--- config.mk ---
export PLATFORM = sky130hd
export DESIGN_NAME = input_restricted_deque
export DESIGN_NICKNAME = d
export VERILOG_FILES = /design/src/rtl/core/ird_pkg.sv /design/src/rtl/core/ird_ram.sv /design/src/rtl/core/ird_ctrl.sv /design/src/rtl/core/input_restricted_deque.sv
export VERILOG_INCLUDE_DIRS = /design/src /design/src/rtl/core
export SDC_FILE = /design/constraint.sdc
export NUM_CORES = 1
export LEC_CHECK = 0
export ABC_AREA = 1
export BUFFER_PORTS_ARGS = -buffer_cell sky130_fd_sc_hd__buf_4
export CORE_ASPECT_RATIO = 0.75
export CORE_UTILIZATION = 52
export CTS_CLUSTER_SIZE = 8
export DETAILED_ROUTE_END_ITERATION = 10
export GPL_TIMING_DRIVEN = 1
export PLACE_DENSITY = 0.69
export SLEW_MARGIN = 15
export SYNTH_ARGS = -nofsm -noshare
export SYNTH_HDL_FRONTEND = slang
export SYNTH_HIERARCHICAL = 1
export SYNTH_SLANG_ARGS = --single-unit
export TNS_END_PERCENT = 5
--- constraint.sdc ---
create_clock -name clk -period 4.2 [get_ports clk]
set_input_delay 0.84 -clock clk [delete_from_list [all_inputs] [get_ports clk]]
set_output_delay 0.84 -clock clk [all_outputs]
set_load 0.05 [all_outputs]
--- src/rtl/core/input_restricted_deque_assert.svh ---
// Assertion macros for the deque core. Both sample on clk and disable on rst_n.
`ifndef INPUT_RESTRICTED_DEQUE_ASSERT_SVH
`define INPUT_RESTRICTED_DEQUE_ASSERT_SVH

`ifndef SYNTHESIS
`define IRD_ASSERT_IMP(lbl, ante, cons) \
  lbl: assert property (@(posedge clk) disable iff (!rst_n) (ante) |-> (cons)) \
    else $error("ird assertion failed");
`define IRD_ASSERT_NXT(lbl, ante, cons) \
  lbl: assert property (@(posedge clk) disable iff (!rst_n) (ante) |=> (cons)) \
    else $error("ird assertion failed");
`else
`define IRD_ASSERT_IMP(lbl, ante, cons)
`define IRD_ASSERT_NXT(lbl, ante, cons)
`endif

`endif

--- src/rtl/core/ird_pkg.sv ---
`timescale 1ns / 1ps

package ird_pkg;

  localparam int DEPTH  = 16;
  localparam int PTR_W  = $clog2(DEPTH);
  localparam int CNT_W  = $clog2(DEPTH + 1);
  localparam int SUM_W  = PTR_W + 2;
  localparam int WORD_W = 32;
  localparam int CAP_W  = 5;

  localparam logic [CAP_W-1:0]  CAP_RESET = CAP_W'(16);
  localparam logic [WORD_W-1:0] NEG_ONE   = '1;

  localparam logic [1:0] FN_INSERT    = 2'd0;
  localparam logic [1:0] FN_POP_FRONT = 2'd1;
  localparam logic [1:0] FN_POP_REAR  = 2'd2;

  localparam logic [1:0] ST_DONE  = 2'd0;
  localparam logic [1:0] ST_FULL  = 2'd1;
  localparam logic [1:0] ST_EMPTY = 2'd2;

  typedef struct packed {
    logic [1:0]               func;
    logic signed [WORD_W-1:0] value;
  } ird_in_t;

  typedef struct packed {
    logic signed [WORD_W-1:0] popped;
    logic [1:0]               status;
    logic                     is_full;
    logic                     is_empty;
    logic signed [WORD_W-1:0] front_value;
    logic signed [WORD_W-1:0] rear_value;
  } ird_out_t;

  typedef struct packed {
    logic              we;
    logic [PTR_W-1:0]  waddr;
    logic [WORD_W-1:0] wdata;
    logic [PTR_W-1:0]  raddr_a;
    logic [PTR_W-1:0]  raddr_b;
  } ird_mem_req_t;

  // Ring slot at a given distance from base; off never exceeds DEPTH.
  function automatic logic [PTR_W-1:0] slot_at(logic [PTR_W-1:0] base,
                                                logic [CNT_W-1:0] off);
    logic [SUM_W-1:0] sum;
    sum = SUM_W'(base) + SUM_W'(off);
    if (sum >= SUM_W'(DEPTH)) begin
      sum = sum - SUM_W'(DEPTH);
    end
    return sum[PTR_W-1:0];
  endfunction

endpackage

--- src/rtl/core/ird_ram.sv ---
`timescale 1ns / 1ps

module ird_ram (
  input  logic                          clk,
  input  ird_pkg::ird_mem_req_t         req,
  output logic [ird_pkg::WORD_W-1:0]    rd_a,
  output logic [ird_pkg::WORD_W-1:0]    rd_b
);
  import ird_pkg::*;

  logic [WORD_W-1:0] mem [DEPTH];
  logic [WORD_W-1:0] rd_a_r;
  logic [WORD_W-1:0] rd_b_r;

  always_ff @(posedge clk) begin
    if (req.we) begin
      mem[req.waddr] <= req.wdata;
    end
    rd_a_r <= mem[req.raddr_a];
    rd_b_r <= mem[req.raddr_b];
  end

  assign rd_a = rd_a_r;
  assign rd_b = rd_b_r;

endmodule

--- src/rtl/core/ird_ctrl.sv ---
`timescale 1ns / 1ps

module ird_ctrl (
  input  logic                        clk,
  input  logic                        rst_n,
  input  logic                        start,
  input  ird_pkg::ird_in_t            in_item,
  input  logic [ird_pkg::CAP_W-1:0]   capacity,
  output logic                        busy,
  output logic                        out_strobe,
  output ird_pkg::ird_out_t           out_item,
  output ird_pkg::ird_mem_req_t       mem_req,
  input  logic [ird_pkg::WORD_W-1:0]  rd_a,
  input  logic [ird_pkg::WORD_W-1:0]  rd_b
);
  import ird_pkg::*;

  typedef enum logic [1:0] {S_IDLE, S_EXEC, S_READ, S_RESP} state_t;

  state_t             state_r;
  ird_in_t            item_r;
  logic [PTR_W-1:0]   front_r;
  logic [CNT_W-1:0]   occ_r;
  logic [WORD_W-1:0]  popped_r;
  logic [1:0]         status_r;
  logic [WORD_W-1:0]  front_val_r;
  logic [WORD_W-1:0]  rear_val_r;

  logic [CNT_W-1:0]   eff_cap;
  logic               full;
  logic               empty;
  logic [PTR_W-1:0]   tail_slot;
  logic [PTR_W-1:0]   last_slot;

  assign eff_cap   = (int'(capacity) > DEPTH) ? CNT_W'(DEPTH) : CNT_W'(capacity);
  assign full      = (occ_r >= eff_cap);
  assign empty     = (occ_r == '0);
  assign tail_slot = slot_at(front_r, occ_r);
  assign last_slot = empty ? front_r : slot_at(front_r, occ_r - CNT_W'(1));

  always_comb begin
    mem_req         = '0;
    mem_req.waddr   = tail_slot;
    mem_req.wdata   = item_r.value;
    mem_req.raddr_a = front_r;
    mem_req.raddr_b = last_slot;
    mem_req.we      = (state_r == S_EXEC) && (item_r.func == FN_INSERT) && !full;
  end

  always_ff @(posedge clk) begin
    if (!rst_n) begin
      state_r <= S_IDLE;
      front_r <= '0;
      occ_r   <= '0;
    end else begin
      unique case (state_r)
        S_IDLE: begin
          if (start) begin
            item_r  <= in_item;
            state_r <= S_EXEC;
          end
        end
        S_EXEC: begin
          popped_r <= NEG_ONE;
          status_r <= ST_DONE;
          unique case (item_r.func)
            FN_INSERT: begin
              if (full) begin
                status_r <= ST_FULL;
              end else begin
                occ_r <= occ_r + CNT_W'(1);
              end
            end
            FN_POP_FRONT: begin
              if (empty) begin
                status_r <= ST_EMPTY;
              end else begin
                popped_r <= front_val_r;
                front_r  <= slot_at(front_r, CNT_W'(1));
                occ_r    <= occ_r - CNT_W'(1);
              end
            end
            FN_POP_REAR: begin
              if (empty) begin
                status_r <= ST_EMPTY;
              end else begin
                popped_r <= rear_val_r;
                occ_r    <= occ_r - CNT_W'(1);
              end
            end
            default: begin
            end
          endcase
          state_r <= S_READ;
        end
        S_READ: begin
          // read of the new end slots is in flight
          state_r <= S_RESP;
        end
        S_RESP: begin
          front_val_r <= rd_a;
          rear_val_r  <= rd_b;
          state_r     <= S_IDLE;
        end
        default: state_r <= S_IDLE;
      endcase
    end
  end

  assign busy       = (state_r != S_IDLE);
  assign out_strobe = (state_r == S_RESP);

  always_comb begin
    out_item             = '0;
    out_item.popped      = popped_r;
    out_item.status      = status_r;
    out_item.is_full     = full;
    out_item.is_empty    = empty;
    out_item.front_value = empty ? NEG_ONE : rd_a;
    out_item.rear_value  = empty ? NEG_ONE : rd_b;
  end

endmodule

--- src/rtl/core/input_restricted_deque.sv ---
`timescale 1ns / 1ps
// Channel   Transfer when            Payload
// input     start && !busy           in_item   (func, value)
// result    out_strobe               out_item  (popped .. rear_value)
// config    cfg_we                   cfg_wdata (capacity)
//
// An item passes through the execute, ring memory read and result states, then returns to idle;
// the ring memory, with a single write port and a registered read, sets this order.
// The result shows on out_strobe in S_RESP, after the S_EXEC and S_READ states that follow the start transfer.
// busy is high in S_EXEC, S_READ and S_RESP and low only while idle.
// Reset (rst_n low, synchronous) empties the queue and sets capacity to 16.
// The receiver cannot stall; each result stands for one cycle only.

module input_restricted_deque (
  input  logic                        clk,
  input  logic                        rst_n,
  input  logic                        start,
  output logic                        busy,
  input  ird_pkg::ird_in_t            in_item,
  output logic                        out_strobe,
  output ird_pkg::ird_out_t           out_item,
  input  logic                        cfg_we,
  input  logic [ird_pkg::CAP_W-1:0]   cfg_wdata
);
  import ird_pkg::*;

  `include "input_restricted_deque_assert.svh"

  logic [CAP_W-1:0]   capacity_r;
  ird_mem_req_t       mem_req;
  logic [WORD_W-1:0]  rd_a;
  logic [WORD_W-1:0]  rd_b;
  logic               ends_neg;

  always_ff @(posedge clk) begin
    if (!rst_n) begin
      capacity_r <= CAP_RESET;
    end else if (cfg_we) begin
      capacity_r <= cfg_wdata;
    end
  end

  ird_ctrl u_ctrl (
    .clk        (clk),
    .rst_n      (rst_n),
    .start      (start),
    .in_item    (in_item),
    .capacity   (capacity_r),
    .busy       (busy),
    .out_strobe (out_strobe),
    .out_item   (out_item),
    .mem_req    (mem_req),
    .rd_a       (rd_a),
    .rd_b       (rd_b)
  );

  ird_ram u_ram (
    .clk   (clk),
    .req   (mem_req),
    .rd_a  (rd_a),
    .rd_b  (rd_b)
  );

  assign ends_neg = (out_item.front_value == NEG_ONE) && (out_item.rear_value == NEG_ONE);

  `IRD_ASSERT_IMP(a_result_latency, start && !busy, ##3 out_strobe)
  `IRD_ASSERT_IMP(a_strobe_busy, out_strobe, busy)
  `IRD_ASSERT_IMP(a_refused_full, out_strobe && out_item.status == ST_FULL, out_item.is_full)
  `IRD_ASSERT_IMP(a_empty_ends, out_strobe && out_item.is_empty, ends_neg)

endmodule

# --- After elaboration in Yosys (flattened, before gate mapping) ---
# Memory sizes are Yosys's and may differ from the RTL's. A register that Yosys moved wholly into a read port is not among the register bits.
# Index checks and enable logic that the tools add are counted.
classes:
  addsub: 8
  n_lt_le_gt_ge: 5
  n_eq_ne: 8
  muxes: 20
  bitwise: 1
  reduce_logical: 14
ops:
  columns: ["cell", "count"]
  rows:
  - ["$mux W32", 4]
  - ["$pmux W32 S2", 1]
  - ["$mux W4", 4]
  - ["$mux W5", 3]
  - ["$add A4 B5 Y6", 2]
  - ["$ge A6 B5 Y1 const B", 2]
  - ["$sub A4 B1 Y4 const B", 3]
  - ["$pmux W5 S2", 1]
  - ["$pmux W2 S4", 1]
  - ["$eq A2 B2 Y1 const B", 3]
  - ["$ne A2 B2 Y1 const B", 3]
  - ["$reduce_and A3 Y1", 2]
  - ["$add A4 B1 Y5 const B", 1]
  - ["$add A5 B1 Y5 const B", 1]
  - ["$ge A5 B5 Y1", 1]
  - ["$ge A5 B5 Y1 const B", 1]
  - ["$gt A5 B5 Y1 const B", 1]
  - ["$logic_not A5 Y1", 1]
  - ["$sub A5 B1 Y5 const B", 1]
  - ["$eq A2 B1 Y1 const B", 2]
  - ["$logic_not A2 Y1", 2]
  - ["$mux W2", 2]
  - ["$pmux W2 S2", 1]
  - ["$reduce_and A2 Y1", 2]
  - ["other kinds (7)", 11]
totals:
  reg_bits: 148
  ram_bits: 512
  in_bits: 43
  out_inout_bits: 102
  elab_cells: 67
  mem_count: 1
mem_list:
  columns: ["memory", "words", "word_bits", "read_ports", "rd_clocked_by_memory_dff", "wr", "line", "rtl"]
  rows:
  - ["u_ram.mem", 16, 32, 2, 2, 1, "ird_ram.sv:11", "logic [WORD_W-1:0] mem [DEPTH];"]

# --- Longest topological paths before layout ---
logic_depth:
  depth_word: 7
  depth_mapped: 18
  ltp_nobuf: 16

# --- Hierarchy ---
# Netlist, hierarchy kept.
by_module_without_submodules:
  columns: ["mod", "instances", "cells_per_inst", "area_per_inst_um2", "seq_area_each_um2"]
  rows:
  - ["ird_ram", 1, 3317, 28671.2, 16656.0]
  - ["ird_ctrl", 1, 530, 6501.2, 4184.0]
  - ["input_restricted_deque", 1, 30, 212.7, 100.1]

# --- Least setup slack after synthesis ---
# OpenSTA, ideal clock, no wires.
synth_timing:
  path_type: "flip-flop to flip-flop"
  from: "register u_ctrl.front_r[1]"
  to: "memory u_ram.mem[12][0] (enable)"
  setup_time_ns: 0.421
  t_arrival_ns: 2.793
  required_ns: 3.779
  path_slack_ns: 0.986
  stages_incl_launch_ff: 6
  n_path_buf: 0
  synth_period_minus_slack_ns: 3.214
  cell_sequence: "dfxtp_1 -> inv_1 -> fa_1 -> xnor2_1 -> nand3_1 -> nor2_1"
synth_rtl:
  columns: ["item", "line", "rtl"]
  rows:
  - ["from (decl)", "ird_ctrl.sv:22", "logic [PTR_W-1:0] front_r;"]
  - ["from (signal assigned)", "ird_ctrl.sv:79", "front_r <= slot_at(front_r, CNT_W'(1));"]
  - ["to (decl)", "ird_ram.sv:11", null]

==> results.ini <==
[outcome]
outcome = finished, final reports clean

[critical_path]
path_buf_inv = 4
slowest_delay_ps = 360
cpLargestDelayFamily = buffers and inverters
slowest_stage = dfxtp_1
crit_type = flip-flop to output port
critPathLaunchType = flip-flop
end_kind = output port
cp_max_fo = 130
crit_chain = inv_1 -> ha_1 -> nand3_4 -> inv_4 -> buf_12 -> or2_1 -> buf_4
critPathRequiredTime_ps = 3360
critPathArrivalTime_ps = 2530

[sta]
max_slew.worst_pin.slew_ps = 1080
setup_viol = 0
relSlewSlack_pct = 27.7
post-route-period-util_pct = 80.3
max_freq_mhz = 297
hold_violations = 0
rsz0062_at_grt = false
finalWorstSetupSlack_ps = 828
fin_hold_ws_ps = 355
drv_slew = 0
fin_worst_skew_ps = 28.4
fin_crit_ps = 3370
setup-tns-final_ps = 0

[synth]
synthesis.area_um2 = 35400
synth.top_cell.area_share_pct = 54.7
yosys_register_bits = 724
synthAdderAreaFrac_pct = 0.891
syn_nets = 3944
synth_xor_area_share_pct = 0.223
synth.top_cells.by_area = edfxtp_1, nand3_1, nand2_1
yosys.area.top_type = edfxtp_1
yosysWarnings = 6
ys_types = 31
synth-simple-area-share_pct = 27.3
yosysSeqAreaShare_pct = 59.2
synth_area_per_cell_um2 = 9.13
synth_compound_gate_area_share_pct = 1.19
synth_cells = 3877
synth_top_family_by_area = simple AND/OR/NAND/NOR gates
synthMuxAreaShare_pct = 0

[clocking]
cts_hold_buf = 0
cts_tree = built
clockRootBuffer = clkbuf_16
cts_buffer_depth = 3
ctsResizeCount = 0
path_clk_slew_ps = 60
clock_latency_ps = 660
postCtsSetupBuffers = 0
cts_made_buffers = 100
htree_num_levels = 3
cts.sink_count = 724

[global_routing]
grt_use_total_pct = 29.4
grt_pass1_wl_mm = 153
antenna_found_initial = 3
grt_pass1_vias = 25685
grt_max_degree = 189
overflow = 0

[floorplanning]
die_x_um = 303
start_util_pct = 52.8
die_area_um2 = 69100
rows = 82
fp.dieH_um = 228
core_area_um2 = 67000
io_pins = 145

[routing]
vias = 27657
drc_errors = 0
first_pass_iters = 6
finalWirelength_mm = 102
via_per_inst = 5.67
drtIter0Drc = 4047
antenna_left = 0
avgRoutedWirePerCell_um = 20.9

[min_path]
hp-class = input pin to flip-flop

[pwr]
power_w = 0.0324
ir_drop_v = 0.00141
p_per_area_nw_per_um2 = 819
pwr-share-comb_pct = 48.0
switchingPower_w = 0.0148
p_seq_share_pct = 28.8
swShare_pct = 45.7
pwr-share-clk_pct = 23.2
p_leak_nw = 16.8
internal_power_w = 0.0176

[layout]
drive_gt1_share_pct = 8.77
layout_common_cells = nand2_1, nand3_1, edfxtp_1, inv_1, buf_4
fin_nets = 3980
final_common_cell = nand2_1
syn_to_final_growth_pct = 11.7
fillCellCount = 5621

[placed_design]
place_hpwl_mm = 56.3
dp_slack_ps = 971
place_congestion = 0.858
io_buffer_count = 144

[flow_run]
cap_violations = 0

==> stage by stage <==
stage	cells	area [um2]	utilization (%)
CTS	4872	39500	59.0
detailed placement	4693	36600	54.7
global placement	4693	36600	54.7
global route	4872	39500	59.0
floorplan	3877	35400	-
finish	4877	39500	59.0
==> layer usage <==
| metal | routed length [um] | GRT usage, % |
|---|---|---|
| met1 | 42400 | 43.1 |
| met2 | 42600 | 41.9 |
| met3 | 14300 | 8.75 |
| met4 | 2660 | 8.54 |
| met5 | 0 | 0 |
==> cells by family after synthesis <==
| logic type | Yosys count |
|---|---|
| AND/OR/NAND/NOR | 2202 |
| buffers and inverters | 834 |
| flip-flops | 724 |
| AO/OA/AOI/OAI | 84 |
| adder cells (fa/ha/maj) | 24 |
| XOR/XNOR | 9 |
==> worst reg2reg max path, stage by stage, from the launching register on <==
cell and delay, ps:
dfxtp_1 360, inv_1 160, ha_1 280, nand3_4 200
o21ai_4 750, inv_6 450, buf_12 360, nand2_1 160
nand3_1 70, nand3_1 90, nand3_1 210, nand2_1 150
==> flip-flops by register name, summed over array words and instances (netlist names), 4 cells and up <==
| signal | count |
|---|---|
| capacity_r | 5 |
| u_ctrl/front_r | 4 |
| u_ctrl/front_val_r | 32 |
| u_ctrl/mem_req | 32 |
| u_ctrl/occ_r | 5 |
| u_ctrl/popped_r | 32 |
| u_ctrl/rear_val_r | 32 |
| u_ram/mem | 512 |
| u_ram/rd_a | 32 |
| u_ram/rd_b | 32 |
==> final timing paths <==
kind,startpoint,to,slack [ps],depth (start not counted)
worst min register to register,u_ram/rd_a[19],u_ctrl/front_val_r[19],420,0
worst min-delay path,in_item[19],u_ctrl/mem_req[27],360,1
worst max register to register,u_ctrl/occ_r[0],u_ram/rd_b[30],870,11
worst max-delay path,u_ctrl/occ_r[0],out_item[55],830,7
==> area by class of cell <==
| class | count | area (um2) | share of cell area (%) |
|---|---|---|---|
| Clock inverter | 5 | 93.8 | 0.237 |
| Clock buffer | 174 | 2800 | 7.09 |
| Antenna cell | 5 | 12.5 | 0.0316 |
| Tap cell | 882 | 1100 | 2.79 |
| Sequential cell | 724 | 21000 | 53.0 |
| Timing Repair Buffer | 204 | 1790 | 4.54 |
| Multi-Input combinational cell | 2319 | 10600 | 26.9 |
| Inverter | 564 | 2140 | 5.41 |
==> synthesized netlist by cell type <==
library cell     n
a21oi_1          9
and3_1           1
buf_1           21
buf_2          111
buf_4           47
buf_6           63
buf_8            3
clkbuf_1        24
clkbuf_2         1
dfxtp_1         80
edfxtp_1       644
fa_1             2
ha_1            22
inv_1          559
inv_2            2
inv_4            3
nand2_1       1143
nand2_2          3
nand2_4          1
nand3_1        941
nand3_4          1
nand3b_1         2
nand4_1          6
nor2_1          37
nor2_2           1
nor2_4           1
o21ai_0         75
or2_1           64
or2_2            1
xnor2_1          4
xor2_1           5
==> power groups by stage <==
stage | Combinational (W) | Clock (W) | Sequential [W]
floorplan | 0.0116 | 0 | 0.00911
global placement | 0.0150 | 0 | 0.00942
detailed placement | 0.0151 | 0 | 0.00942
CTS | 0.0152 | 0.00760 | 0.00928
global route | 0.0167 | 0.00787 | 0.00936
finish | 0.0155 | 0.00751 | 0.00932
Note: power is estimated with default switching activity, not from simulation.
